**config.mk**
```make
export PLATFORM = sky130hd
export DESIGN_NAME = delimiter_packet_finder_top
export DESIGN_NICKNAME = d
export VERILOG_FILES = /design/src/hw/rtl/dpf_pkg.sv /design/src/hw/rtl/delimiter_packet_finder_top.sv /design/src/hw/rtl/dpf_cell.sv /design/src/hw/rtl/dpf_judge.sv
export SDC_FILE = /design/constraint.sdc
export NUM_CORES = 1
export LEC_CHECK = 0
export ABC_AREA = 1
export BUFFER_PORTS_ARGS = -buffer_cell sky130_fd_sc_hd__clkbuf_2
export CELL_PAD_IN_SITES_DETAIL_PLACEMENT = 1
export CELL_PAD_IN_SITES_GLOBAL_PLACEMENT = 1
export CORE_MARGIN = 2
export CORE_UTILIZATION = 48
export CTS_BUF_LIST = sky130_fd_sc_hd__clkbuf_8
export DETAILED_ROUTE_END_ITERATION = 8
export PLACE_DENSITY = 0.86
export SYNTH_ARGS = -nofsm -noshare
export SYNTH_HDL_FRONTEND = slang
export SYNTH_SLANG_ARGS = --single-unit
```
**constraint.sdc**
```tcl
create_clock -name clk -period 3.4 [get_ports clk]
set_input_delay 0.34 -clock clk [delete_from_list [all_inputs] [get_ports clk]]
set_output_delay 0.34 -clock clk [all_outputs]
set_load 0.03 [all_outputs]
```
**src/hw/rtl/dpf_pkg.sv**
```systemverilog
// dpf_pkg: shared constants, register indexes and types of the delimiter packet finder
// used by dpf_cell, dpf_judge and delimiter_packet_finder_top; depends on nothing
package dpf_pkg;

	// default sizes of the window and the position counter
	localparam int MAX_DELIM_DEF     = 8;
	localparam int POSITION_BITS_DEF = 32;

	// fixed field widths
	localparam int BYTE_BITS      = 8;
	localparam int PATTERN_BITS   = 64;
	localparam int LEN_BITS       = 4;
	localparam int OUT_BITS       = 32;
	localparam int CFG_INDEX_BITS = 3;

	// configuration register indexes
	localparam logic [CFG_INDEX_BITS-1:0] REG_START_PATTERN = 3'd0;
	localparam logic [CFG_INDEX_BITS-1:0] REG_START_LENGTH  = 3'd1;
	localparam logic [CFG_INDEX_BITS-1:0] REG_END_PATTERN   = 3'd2;
	localparam logic [CFG_INDEX_BITS-1:0] REG_END_LENGTH    = 3'd3;

	// running match flags handed along the row of cells
	typedef struct packed {
		logic start_hit;
		logic stop_hit;
	} dpf_hit_t;

endpackage

```
**src/hw/rtl/delimiter_packet_finder_top.sv**
```systemverilog
// delimiter_packet_finder_top: finds packets framed by start and end delimiters in a byte stream
// depends on dpf_pkg, dpf_cell and dpf_judge
//
//   port group    direction  flow control       contents
//   in_*          into       valid / ready      data_byte, one stream byte per request
//   out_*         out of     valid / ready      packet_begin, packet_length
//   cfg_*         into       write enable only  cfg_index, cfg_data
//
// one byte a cycle is taken while in_ready is high; the window cells shift on each request and
// the position is judged from the registered window once the output register can take a result,
// so out_valid is registered after the byte MAX_DELIM-1 bytes past the end delimiter's position
// reset clears the fill count, position and packet state; no clearing pass is needed
// while a result waits in the output register and a judgement is pending, in_ready
// is held low; otherwise the window keeps shifting
module delimiter_packet_finder_top #(
	parameter int MAX_DELIM     = dpf_pkg::MAX_DELIM_DEF,
	parameter int POSITION_BITS = dpf_pkg::POSITION_BITS_DEF
) (
	input  logic                               clk,
	input  logic                               arst_n,
	input  logic                               in_valid,
	output logic                               in_ready,
	input  logic [dpf_pkg::BYTE_BITS-1:0]      data_byte,
	output logic                               out_valid,
	input  logic                               out_ready,
	output logic [dpf_pkg::OUT_BITS-1:0]       packet_begin,
	output logic [dpf_pkg::OUT_BITS-1:0]       packet_length,
	input  logic                               cfg_wr_en,
	input  logic [dpf_pkg::CFG_INDEX_BITS-1:0] cfg_index,
	input  logic [dpf_pkg::PATTERN_BITS-1:0]   cfg_data
);

	localparam int FILL_BITS = $clog2(MAX_DELIM + 1);
	localparam logic [FILL_BITS-1:0] FILL_FULL = MAX_DELIM[FILL_BITS-1:0];

	logic [dpf_pkg::PATTERN_BITS-1:0] start_pattern_q;
	logic [dpf_pkg::PATTERN_BITS-1:0] end_pattern_q;
	logic [dpf_pkg::LEN_BITS-1:0]     start_length_q;
	logic [dpf_pkg::LEN_BITS-1:0]     end_length_q;
	logic [FILL_BITS-1:0]             fill_q;
	logic                             judge_s1;
	logic                             judge_fire;
	logic                             accept;

	logic [dpf_pkg::BYTE_BITS-1:0] win_byte [MAX_DELIM];
	dpf_pkg::dpf_hit_t             hit_chain [MAX_DELIM+1];

	assign in_ready = !judge_s1 || judge_fire;
	assign accept   = in_valid && in_ready;

	always_ff @(posedge clk or negedge arst_n) begin
		if (!arst_n) begin
			start_pattern_q <= '0;
			end_pattern_q   <= '0;
			start_length_q  <= dpf_pkg::LEN_BITS'(1);
			end_length_q    <= dpf_pkg::LEN_BITS'(1);
		end else if (cfg_wr_en) begin
			case (cfg_index)
				dpf_pkg::REG_START_PATTERN: start_pattern_q <= cfg_data;
				dpf_pkg::REG_START_LENGTH:  start_length_q  <= cfg_data[dpf_pkg::LEN_BITS-1:0];
				dpf_pkg::REG_END_PATTERN:   end_pattern_q   <= cfg_data;
				dpf_pkg::REG_END_LENGTH:    end_length_q    <= cfg_data[dpf_pkg::LEN_BITS-1:0];
				default: ;
			endcase
		end
	end

	// nothing is judged until the window has filled once
	always_ff @(posedge clk or negedge arst_n) begin
		if (!arst_n) begin
			fill_q   <= '0;
			judge_s1 <= 1'b0;
		end else begin
			if (accept) begin
				if (fill_q != FILL_FULL) begin
					fill_q <= fill_q + FILL_BITS'(1);
				end
				judge_s1 <= (fill_q >= FILL_FULL - FILL_BITS'(1));
			end else if (judge_fire) begin
				judge_s1 <= 1'b0;
			end
		end
	end

	// newest byte enters at the top cell, oldest sits in cell 0
	assign hit_chain[MAX_DELIM] = '{start_hit: 1'b1, stop_hit: 1'b1};

	for (genvar k = 0; k < MAX_DELIM; k++) begin : g_cell
		logic [dpf_pkg::BYTE_BITS-1:0] byte_feed;

		if (k == MAX_DELIM - 1) begin : g_head
			assign byte_feed = data_byte;
		end else begin : g_body
			assign byte_feed = win_byte[k+1];
		end

		dpf_cell #(
			.IDX(k)
		) u_cell (
			.clk       (clk),
			.shift_en  (accept),
			.byte_in   (byte_feed),
			.byte_out  (win_byte[k]),
			.start_byte(start_pattern_q[k*dpf_pkg::BYTE_BITS +: dpf_pkg::BYTE_BITS]),
			.stop_byte (end_pattern_q[k*dpf_pkg::BYTE_BITS +: dpf_pkg::BYTE_BITS]),
			.start_len (start_length_q),
			.stop_len  (end_length_q),
			.hit_in    (hit_chain[k+1]),
			.hit_out   (hit_chain[k])
		);
	end

	dpf_judge #(
		.MAX_DELIM    (MAX_DELIM),
		.POSITION_BITS(POSITION_BITS)
	) u_judge (
		.clk          (clk),
		.arst_n       (arst_n),
		.judge_req    (judge_s1),
		.hits         (hit_chain[0]),
		.stop_len     (end_length_q),
		.judge_fire   (judge_fire),
		.out_valid    (out_valid),
		.out_ready    (out_ready),
		.packet_begin (packet_begin),
		.packet_length(packet_length)
	);

endmodule

```
**src/hw/rtl/dpf_cell.sv**
```systemverilog
// dpf_cell: one window byte of the delimiter packet finder and its two byte compares
// depends on dpf_pkg
module dpf_cell #(
	parameter int IDX = 0
) (
	input  logic                          clk,
	input  logic                          shift_en,
	input  logic [dpf_pkg::BYTE_BITS-1:0] byte_in,
	output logic [dpf_pkg::BYTE_BITS-1:0] byte_out,
	input  logic [dpf_pkg::BYTE_BITS-1:0] start_byte,
	input  logic [dpf_pkg::BYTE_BITS-1:0] stop_byte,
	input  logic [dpf_pkg::LEN_BITS-1:0]  start_len,
	input  logic [dpf_pkg::LEN_BITS-1:0]  stop_len,
	input  dpf_pkg::dpf_hit_t             hit_in,
	output dpf_pkg::dpf_hit_t             hit_out
);

	localparam logic [dpf_pkg::LEN_BITS-1:0] CELL_IDX = IDX[dpf_pkg::LEN_BITS-1:0];

	logic [dpf_pkg::BYTE_BITS-1:0] byte_q;
	logic                          start_ok;
	logic                          stop_ok;

	always_ff @(posedge clk) begin
		if (shift_en) begin
			byte_q <= byte_in;
		end
	end

	// a byte beyond the delimiter length is not compared
	assign start_ok = (start_len <= CELL_IDX) || (byte_q == start_byte);
	assign stop_ok  = (stop_len <= CELL_IDX) || (byte_q == stop_byte);

	assign byte_out          = byte_q;
	assign hit_out.start_hit = hit_in.start_hit & start_ok;
	assign hit_out.stop_hit  = hit_in.stop_hit & stop_ok;

endmodule

```
**src/hw/rtl/dpf_judge.sv**
```systemverilog
// dpf_judge: position counter, open packet state and the result register
// depends on dpf_pkg
module dpf_judge #(
	parameter int MAX_DELIM     = dpf_pkg::MAX_DELIM_DEF,
	parameter int POSITION_BITS = dpf_pkg::POSITION_BITS_DEF
) (
	input  logic                         clk,
	input  logic                         arst_n,
	input  logic                         judge_req,
	input  dpf_pkg::dpf_hit_t            hits,
	input  logic [dpf_pkg::LEN_BITS-1:0] stop_len,
	output logic                         judge_fire,
	output logic                         out_valid,
	input  logic                         out_ready,
	output logic [dpf_pkg::OUT_BITS-1:0] packet_begin,
	output logic [dpf_pkg::OUT_BITS-1:0] packet_length
);

	localparam logic [dpf_pkg::LEN_BITS-1:0] MAX_LEN = MAX_DELIM[dpf_pkg::LEN_BITS-1:0];

	logic [POSITION_BITS-1:0]     pos_q;
	logic [POSITION_BITS-1:0]     begin_q;
	logic                         open_q;
	logic                         out_valid_q;
	logic [dpf_pkg::OUT_BITS-1:0] begin_out_q;
	logic [dpf_pkg::OUT_BITS-1:0] length_out_q;
	logic [dpf_pkg::LEN_BITS-1:0] stop_eff;
	logic [POSITION_BITS-1:0]     length_full;
	logic                         emit;

	assign judge_fire  = judge_req && (!out_valid_q || out_ready);
	assign emit        = judge_fire && !hits.start_hit && open_q && hits.stop_hit;
	assign stop_eff    = (stop_len > MAX_LEN) ? MAX_LEN : stop_len;
	assign length_full = pos_q - begin_q + POSITION_BITS'(stop_eff);

	always_ff @(posedge clk or negedge arst_n) begin
		if (!arst_n) begin
			pos_q       <= '0;
			begin_q     <= '0;
			open_q      <= 1'b0;
			out_valid_q <= 1'b0;
		end else begin
			if (judge_fire) begin
				pos_q <= pos_q + POSITION_BITS'(1);
				// a later start delimiter restarts the packet
				if (hits.start_hit) begin
					begin_q <= pos_q;
					open_q  <= 1'b1;
				end else if (emit) begin
					open_q <= 1'b0;
				end
			end
			if (emit) begin
				out_valid_q <= 1'b1;
			end else if (out_ready) begin
				out_valid_q <= 1'b0;
			end
		end
	end

	always_ff @(posedge clk) begin
		if (emit) begin
			begin_out_q  <= dpf_pkg::OUT_BITS'(begin_q);
			length_out_q <= dpf_pkg::OUT_BITS'(length_full);
		end
	end

	assign out_valid     = out_valid_q;
	assign packet_begin  = begin_out_q;
	assign packet_length = length_out_q;

endmodule
```
==> results of run 1 <==
-- state kept, by name, summed over array words and instances, names as in the netlist --
signal                  flops
end_pattern_q              64
g_cell.u_cell.byte_out     64
start_pattern_q            64
u_judge.begin_q            32
u_judge.packet_begin       32
u_judge.packet_length      32
u_judge.pos_q              32
end_length_q                4
fill_q                      4
start_length_q              4
judge_s1                    1
u_judge.open_q              1
u_judge.out_valid           1
-- where the power goes --
group | internal (uW) | switching (uW) | total, uW
combinational | 1380 | 2360 | 3730
clock | 1980 | 1710 | 3690
sequential | 4890 | 509 | 5400
total | 8240 | 4580 | 12800
-- layer usage --
layer  wire, um  global-route usage [%]  up-vias
li1           -                       -     6141
met3       2360                    4.45      118
met4       1570                    10.0        0
met2      23500                    46.5      340
met1      19700                    33.4     6494
met5          0                       0        -
-- worst max-delay path by stage --
stage	start	endpoint	slack (ns)	cells after the start
floorplan	u_judge.out_valid$_DFFE_PN0P_	u_judge.packet_begin[0]$_DFFE_PP_	0.52	9
global placement	end_length_q[3]$_DFFE_PN0P_	u_judge.packet_length[23]$_DFFE_PP_	0.39	12
detailed placement	end_length_q[3]$_DFFE_PN0P_	u_judge.packet_length[23]$_DFFE_PP_	0.24	12
CTS	end_length_q[3]$_DFFE_PN0P_	u_judge.packet_length[23]$_DFFE_PP_	0.12	12
global route	end_length_q[3]$_DFFE_PN0P_	u_judge.packet_length[21]$_DFFE_PP_	-0.08	12
finish	end_length_q[3]$_DFFE_PN0P_	u_judge.packet_length[23]$_DFFE_PP_	0.11	12
-- cells by family (layout without fill, tap and decap cells) --
logic type	count (synthesis)	in the layout	share of synthesized area (%)
simple gates	704	704	18.2
flops	335	335	54.6
buf+inv	266	524	6.09
compound gates	237	237	7.46
xor+xnor	160	160	8.48
fa+ha+maj	66	66	5.18
-- cell usage in the layout, fill, tap and decap left out, types with 4 or more instances in the layout --
cell           synthesis  routed
nor2_4                 5       5
edfxtp_1             128     128
ha_1                  62      62
nand4_1               50      50
o21bai_1               7       7
xnor2_1               87      87
buf_4                  0      10
xor2_1                73      73
clkinvlp_4             0       4
clkbuf_2               0     144
nor2_1               111     111
nand3_1               31      29
o21ai_1               18      18
a21oi_1               44      43
clkinv_2               0      10
nand3_4                2       4
nor3_1                19      19
dlygate4sd3_1          0      36
clkinv_1               0       6
inv_2                  6       8
clkbuf_8               0      66
nand2_1              462     462
inv_1                217     234
dfrtp_1              205     205
fa_1                   4       4
o21ai_0              154     154
a31oi_1                5       5
-- area by class of cell --
type | instances | area [um2] | area share (%)
Clock buffer | 65 | 895 | 4.63
Clock inverter | 42 | 264 | 1.37
Tap cell | 448 | 561 | 2.90
Multi-Input combinational cell | 1167 | 6530 | 33.8
Sequential cell | 335 | 9030 | 46.7
Inverter | 223 | 837 | 4.33
Timing Repair Buffer | 194 | 1230 | 6.36
-- through the flow --
stage | cells | worst slack (ns) | instance area (um2)
detailed placement | 2331 | 0.243 | 17800
floorplan | 1768 | 0.522 | 16500
finish | 2474 | 0.109 | 19300
global placement | 2331 | 0.395 | 17800
CTS | 2474 | 0.122 | 19300
global route | 2474 | -0.0816 | 19300
-- critical path: cells and delay by family (launching register included) --
family / cells / cell delay (ns)
buffers and inverters: 2 / 0.28
AOI/OAI and AO/OA: 3 / 0.77
adders and majority gates: 2 / 0.85
DFF: 1 / 0.45
and+or+nand+nor: 5 / 0.68
-- timing repair --
item,CTS,global route
hold endpoints to repair,149,0
hold buffers,36,0
setup endpoints to repair,0,2
==> metrics.cfg, run 1 <==
[floorplan]
die_width_um=190
num_io_pins=146
rows=67
coreArea_um2=33700
dieArea_um2=35900
initial_core_util_pct=49.1
die_h_um=190

[worst_setup_path]
worstSetupPathType=flip-flop to flip-flop
r2r_setup_slack_ns=0.11
cp-start-kind=flip-flop
path_common_cell=nand2_1
cp_slowest_cell=fa_1
critPathMaxStageDelay_ns=0.50
cp-end-kind=flip-flop
worstPathRequired_ns=3.74
reg2regPathDepth=12
crit_chain=inv_1, nand2_1, fa_1, inv_1, ha_1, nand2_1, nand3_1, a21oi_1, o21ai_1, and2_1, o21bai_1, nand2_1
r2r_start=end_length_q[3]$_DFFE_PN0P_
arrival_ns=3.63
critPathMaxFanout=5
r2r-end=u_judge.packet_length[23]$_DFFE_PP_

[timing]
tightest_slew_ns=1.24
setup_viol=0
fin_crit_ns=3.29
hold_viol=0
drv_slew=0
rsz0062_at_grt=true
relSlewSlack_pct=17.1
hold_ws_ns=0.0209
period_share_pct=96.8
finalSetupTns_ns=0
max_clock_freq_ghz=0.304
skew_ns=0.0291

[route]
wl_per_cell_um=19.1
drt-vias-per-instance=5.29
postRouteAntennaNets=0
drtIter0Drc=743
drt-total-wl_um=47200
route.detailed.drc=0
num_vias=13100
first_pass_iters=6

[hold_path]
hold_end=end_pattern_q[40]$_DFFE_PN0P_
holdPathStages=3
hold_class=input port to flip-flop
min_from=cfg_data[40]

[cts]
cts_setup_buffers=0
cts_sinks=335
clkLatencyLatePin_ns=0.61
clk_pin_slew_worst_paths_ns=0.06
post_cts_resized=0
numCtsBuffers=57
clockBufferDepth=3
ctsHtreeMaxLevel=2
cts_tree=built
cts_root_buffer=clkbuf_8

[global_route]
grt_pass1_wl_um=75900
grt_max_degree=129
first_global_vias=14500
grtUsageTotal_pct=26.7
grt_overflow=0
antenna_found_initial=1

[final_layout]
nNetsFinal=2124
syn2layout_area_growth_pct=17.0
diodes=0
fill_cells=3880
utilization_pct=57.4
layout-drive-gt1-share_pct=13.6

[place]
gp_congestion=0.909
hpwl_um=32400
numPortBuffers=145

[power_and_ir_drop]
power.leakage_uw=0.00935
finalPower_uw=12800
p_per_area_nw_per_um2=663
peakVddDrop_mv=0.403

[synth]
synth_flop_cell=dfrtp_1
synthArstFlopShare_pct=61.8
yosysUniqueCellTypes=40
synth_top_area_cell=dfrtp_1
synth_fp_nets=1914
avgSynthCellArea_um2=9.35
yosys_warnings=0
synth-seq-cells=335
ys_top_cells_by_area=dfrtp_1 31%, edfxtp_1 23%, nand2_1 10%
yosys-top-cells-count=462 x nand2_1, 217 x inv_1, 205 x dfrtp_1, 154 x o21ai_0, 128 x edfxtp_1
syn_area_um2=16500
synthCells=1768
yosysMostFrequentCell=nand2_1
ys_seq_area_share_pct=54.6
yosysTopAreaCellShare_pct=31.0
synth_edf_count=128

[status]
outcome=complete, no violations

[flow_run]
maxCapViolations=0

Note: power is estimated with default switching activity, not from simulation.
==> inputs of run 2 (changes only) <==
--- a/config.mk
+++ b/config.mk
@@ -13,7 +13,7 @@
 export CORE_UTILIZATION = 48
 export CTS_BUF_LIST = sky130_fd_sc_hd__clkbuf_8
 export DETAILED_ROUTE_END_ITERATION = 8
-export PLACE_DENSITY = 0.86
+export PLACE_DENSITY_LB_ADDON = 0.1
 export SYNTH_ARGS = -nofsm -noshare
 export SYNTH_HDL_FRONTEND = slang
 export SYNTH_SLANG_ARGS = --single-unit
==> metrics.cfg, run 2 (same netlist as run 1, synthesis figures left out) <==
[status]
outcome=complete, no violations  ; unchanged

[worst_setup_path]
critPathMaxFanout=5  ; unchanged
worstPathRequired_ns=3.80  ; was 3.74 ns
r2r_setup_slack_ns=0.23  ; was 0.11 ns
r2r_start=end_length_q[3]$_DFFE_PN0P_  ; unchanged
critPathLaunch=end_length_q[3]$_DFFE_PN0P_  ; unchanged
critPathMaxStageDelay_ns=0.50  ; about the same
worstSetupPathType=flip-flop to flip-flop  ; unchanged
reg2regPathDepth=12  ; unchanged
cp_slowest_cell=fa_1  ; unchanged
r2r-end=u_judge.packet_length[23]$_DFFE_PP_  ; unchanged
cp-end-kind=flip-flop  ; unchanged
arrival_ns=3.58  ; was 3.63 ns
cp-endpoint=u_judge.packet_length[23]$_DFFE_PP_  ; unchanged
crit_chain=inv_1, nand2_1, fa_1, inv_1, ha_1, nand2_1, nand3_1, a21oi_1, o21ai_1, and2_1, o21bai_1, nand2_1  ; unchanged
path_common_cell=nand2_1  ; unchanged
cp-start-kind=flip-flop  ; unchanged

[final_layout]
syn2layout_area_growth_pct=19.5  ; was 17.0%
layout-drive-gt1-share_pct=13.6  ; about the same
nNetsFinal=2163  ; was 2124
final_cell_mix=462 x nand2_1, 234 x inv_1, 205 x dfrtp_1  ; unchanged
final_common_cell=nand2_1  ; unchanged
stdcell_area_um2=19800  ; was 19300 um2

[route]
wl_per_cell_um=18.4  ; was 19.1 um
postRouteAntennaNets=0  ; unchanged
drt-total-wl_um=46400  ; was 47200 um
first_pass_iters=4  ; was 6
route.detailed.drc=0  ; unchanged
drtIter0Drc=586  ; was 743
drt-vias-per-instance=5.17  ; was 5.29
num_vias=13000  ; was 13100

[floorplan]
initial_core_util_pct=49.1  ; unchanged
num_io_pins=146  ; unchanged
rows=67  ; unchanged
die_h_um=190  ; unchanged
dieArea_um2=35900  ; unchanged
die_width_um=190  ; unchanged
coreArea_um2=33700  ; unchanged

[timing]
fin_crit_ns=3.17  ; was 3.29 ns
relSlewSlack_pct=36.9  ; was 17.1%
tightest_slew_ns=0.946  ; was 1.24 ns
max_clock_freq_ghz=0.315  ; was 0.304 GHz
period_share_pct=93.3  ; was 96.8%
setup_viol=0  ; unchanged
drv_slew=0  ; unchanged
hold_viol=0  ; unchanged
rsz0062_at_grt=false  ; was true
finalSetupTns_ns=0  ; unchanged
skew_ns=0.0263  ; was 0.0291 ns

[power_and_ir_drop]
peakVddDrop_mv=0.356  ; was 0.403 mV
p_per_area_nw_per_um2=656  ; was 663 nW/um2
power.leakage_uw=0.00955  ; was 0.00935 uW

[global_route]
antenna_found_initial=1  ; unchanged
grtUsageTotal_pct=26.8  ; was 26.7%
grt_max_degree=91  ; was 129
first_global_vias=14200  ; was 14500
grt_overflow=0  ; unchanged
grt_pass1_wl_um=75700  ; was 75900 um

[cts]
numCtsBuffers=56  ; was 57
cts_root_buffer=clkbuf_8  ; unchanged
ctsHtreeMaxLevel=2  ; unchanged
post_cts_resized=0  ; unchanged
clkLatencyLatePin_ns=0.66  ; was 0.61 ns
clk_pin_slew_worst_paths_ns=0.06  ; about the same
cts_sinks=335  ; unchanged
clockBufferDepth=3  ; unchanged
cts_setup_buffers=0  ; unchanged
cts_tree=built  ; unchanged

[place]
hpwl_um=31600  ; was 32400 um
numPortBuffers=145  ; unchanged
gp_congestion=0.874  ; was 0.909
place_area_um2=17800  ; about the same

[flow_run]
maxCapViolations=0  ; unchanged

[hold_path]
hold_class=input port to flip-flop  ; unchanged

-- run 2: cell types whose count changed in the layout (fill, tap and decap cells not counted), sizes merged, moves of 2 or more --
cell         delta
inv             +2
clkinvlp        -3
dlygate4sd3    +35
clkinv          -5
clkbuf          +5
buf             +5
-- run 2: critical path, delay by kind of cell (launching register included) --
kind / cells / cell delay [ns]
compound gates: 3 / 0.76
fa+ha+maj: 2 / 0.84
buf+inv: 2 / 0.23
flops: 1 / 0.43
simple gates: 5 / 0.67
-- run 2: cell type report --
class	count	area (um2)
fill	3870	13900
sequential	335	9030
multi-input combinational	1167	6530
timing repair buffer	234	1610
clock buffer	70	963
inverter	223	837
tap	448	561
clock inverter	36	239
antenna	1	2.50
-- run 2: worst min-delay path by stage --
stage	from	to	slack, ns	cells past startpoint
global route	cfg_data[1]	end_length_q[1]$_DFFE_PN0P_	0.05	3
detailed placement	arst_n	end_pattern_q[35]$_DFFE_PN0P_	0.47	1
finish	cfg_data[1]	start_pattern_q[1]$_DFFE_PN0P_	0.03	3
global placement	u_judge.begin_q[30]$_DFFE_PN0P_	u_judge.packet_begin[30]$_DFFE_PP_	0.46	0
floorplan	arst_n	end_length_q[1]$_DFFE_PN0P_	0.04	0
CTS	cfg_data[1]	end_length_q[1]$_DFFE_PN0P_	0.002	3
-- run 2: layer usage --
layer	wire (um)	vias to the layer above	global-route usage [%]
li1	-	6222	-
met4	1120	0	8.71
met3	1710	83	4.11
met1	21000	6437	35.2
met5	0	-	0
met2	22500	253	45.9
-- run 2: where the power goes --
part           switching [uW]  internal, uW  total [uW]
Sequential                504          4890        5390
Clock                    1740          2090        3830
Combinational            2340          1400        3740
Total                    4580          8380       13000
-- run 2: stage by stage --
step | total power (uW) | utilization [%] | setup WS [ns] | hold WS (ns) | std cells
after floorplan | 7880 | - | 0.522 | 0.0444 | 1768
after global placement | 8850 | 53.0 | 0.391 | 0.463 | 2336
after detailed placement | 9060 | 53.0 | 0.268 | 0.471 | 2336
after CTS | 13000 | 58.6 | 0.228 | 0.00231 | 2513
after global routing | 13800 | 58.6 | 0.0329 | 0.0537 | 2513
final | 13000 | 58.6 | 0.227 | 0.0295 | 2514
-- run 2: timing repair --
item,4_1_cts,5_1_grt
endpoints found under the hold margin,216,0
endpoints found under the setup margin,0,0
hold buffers,71,0
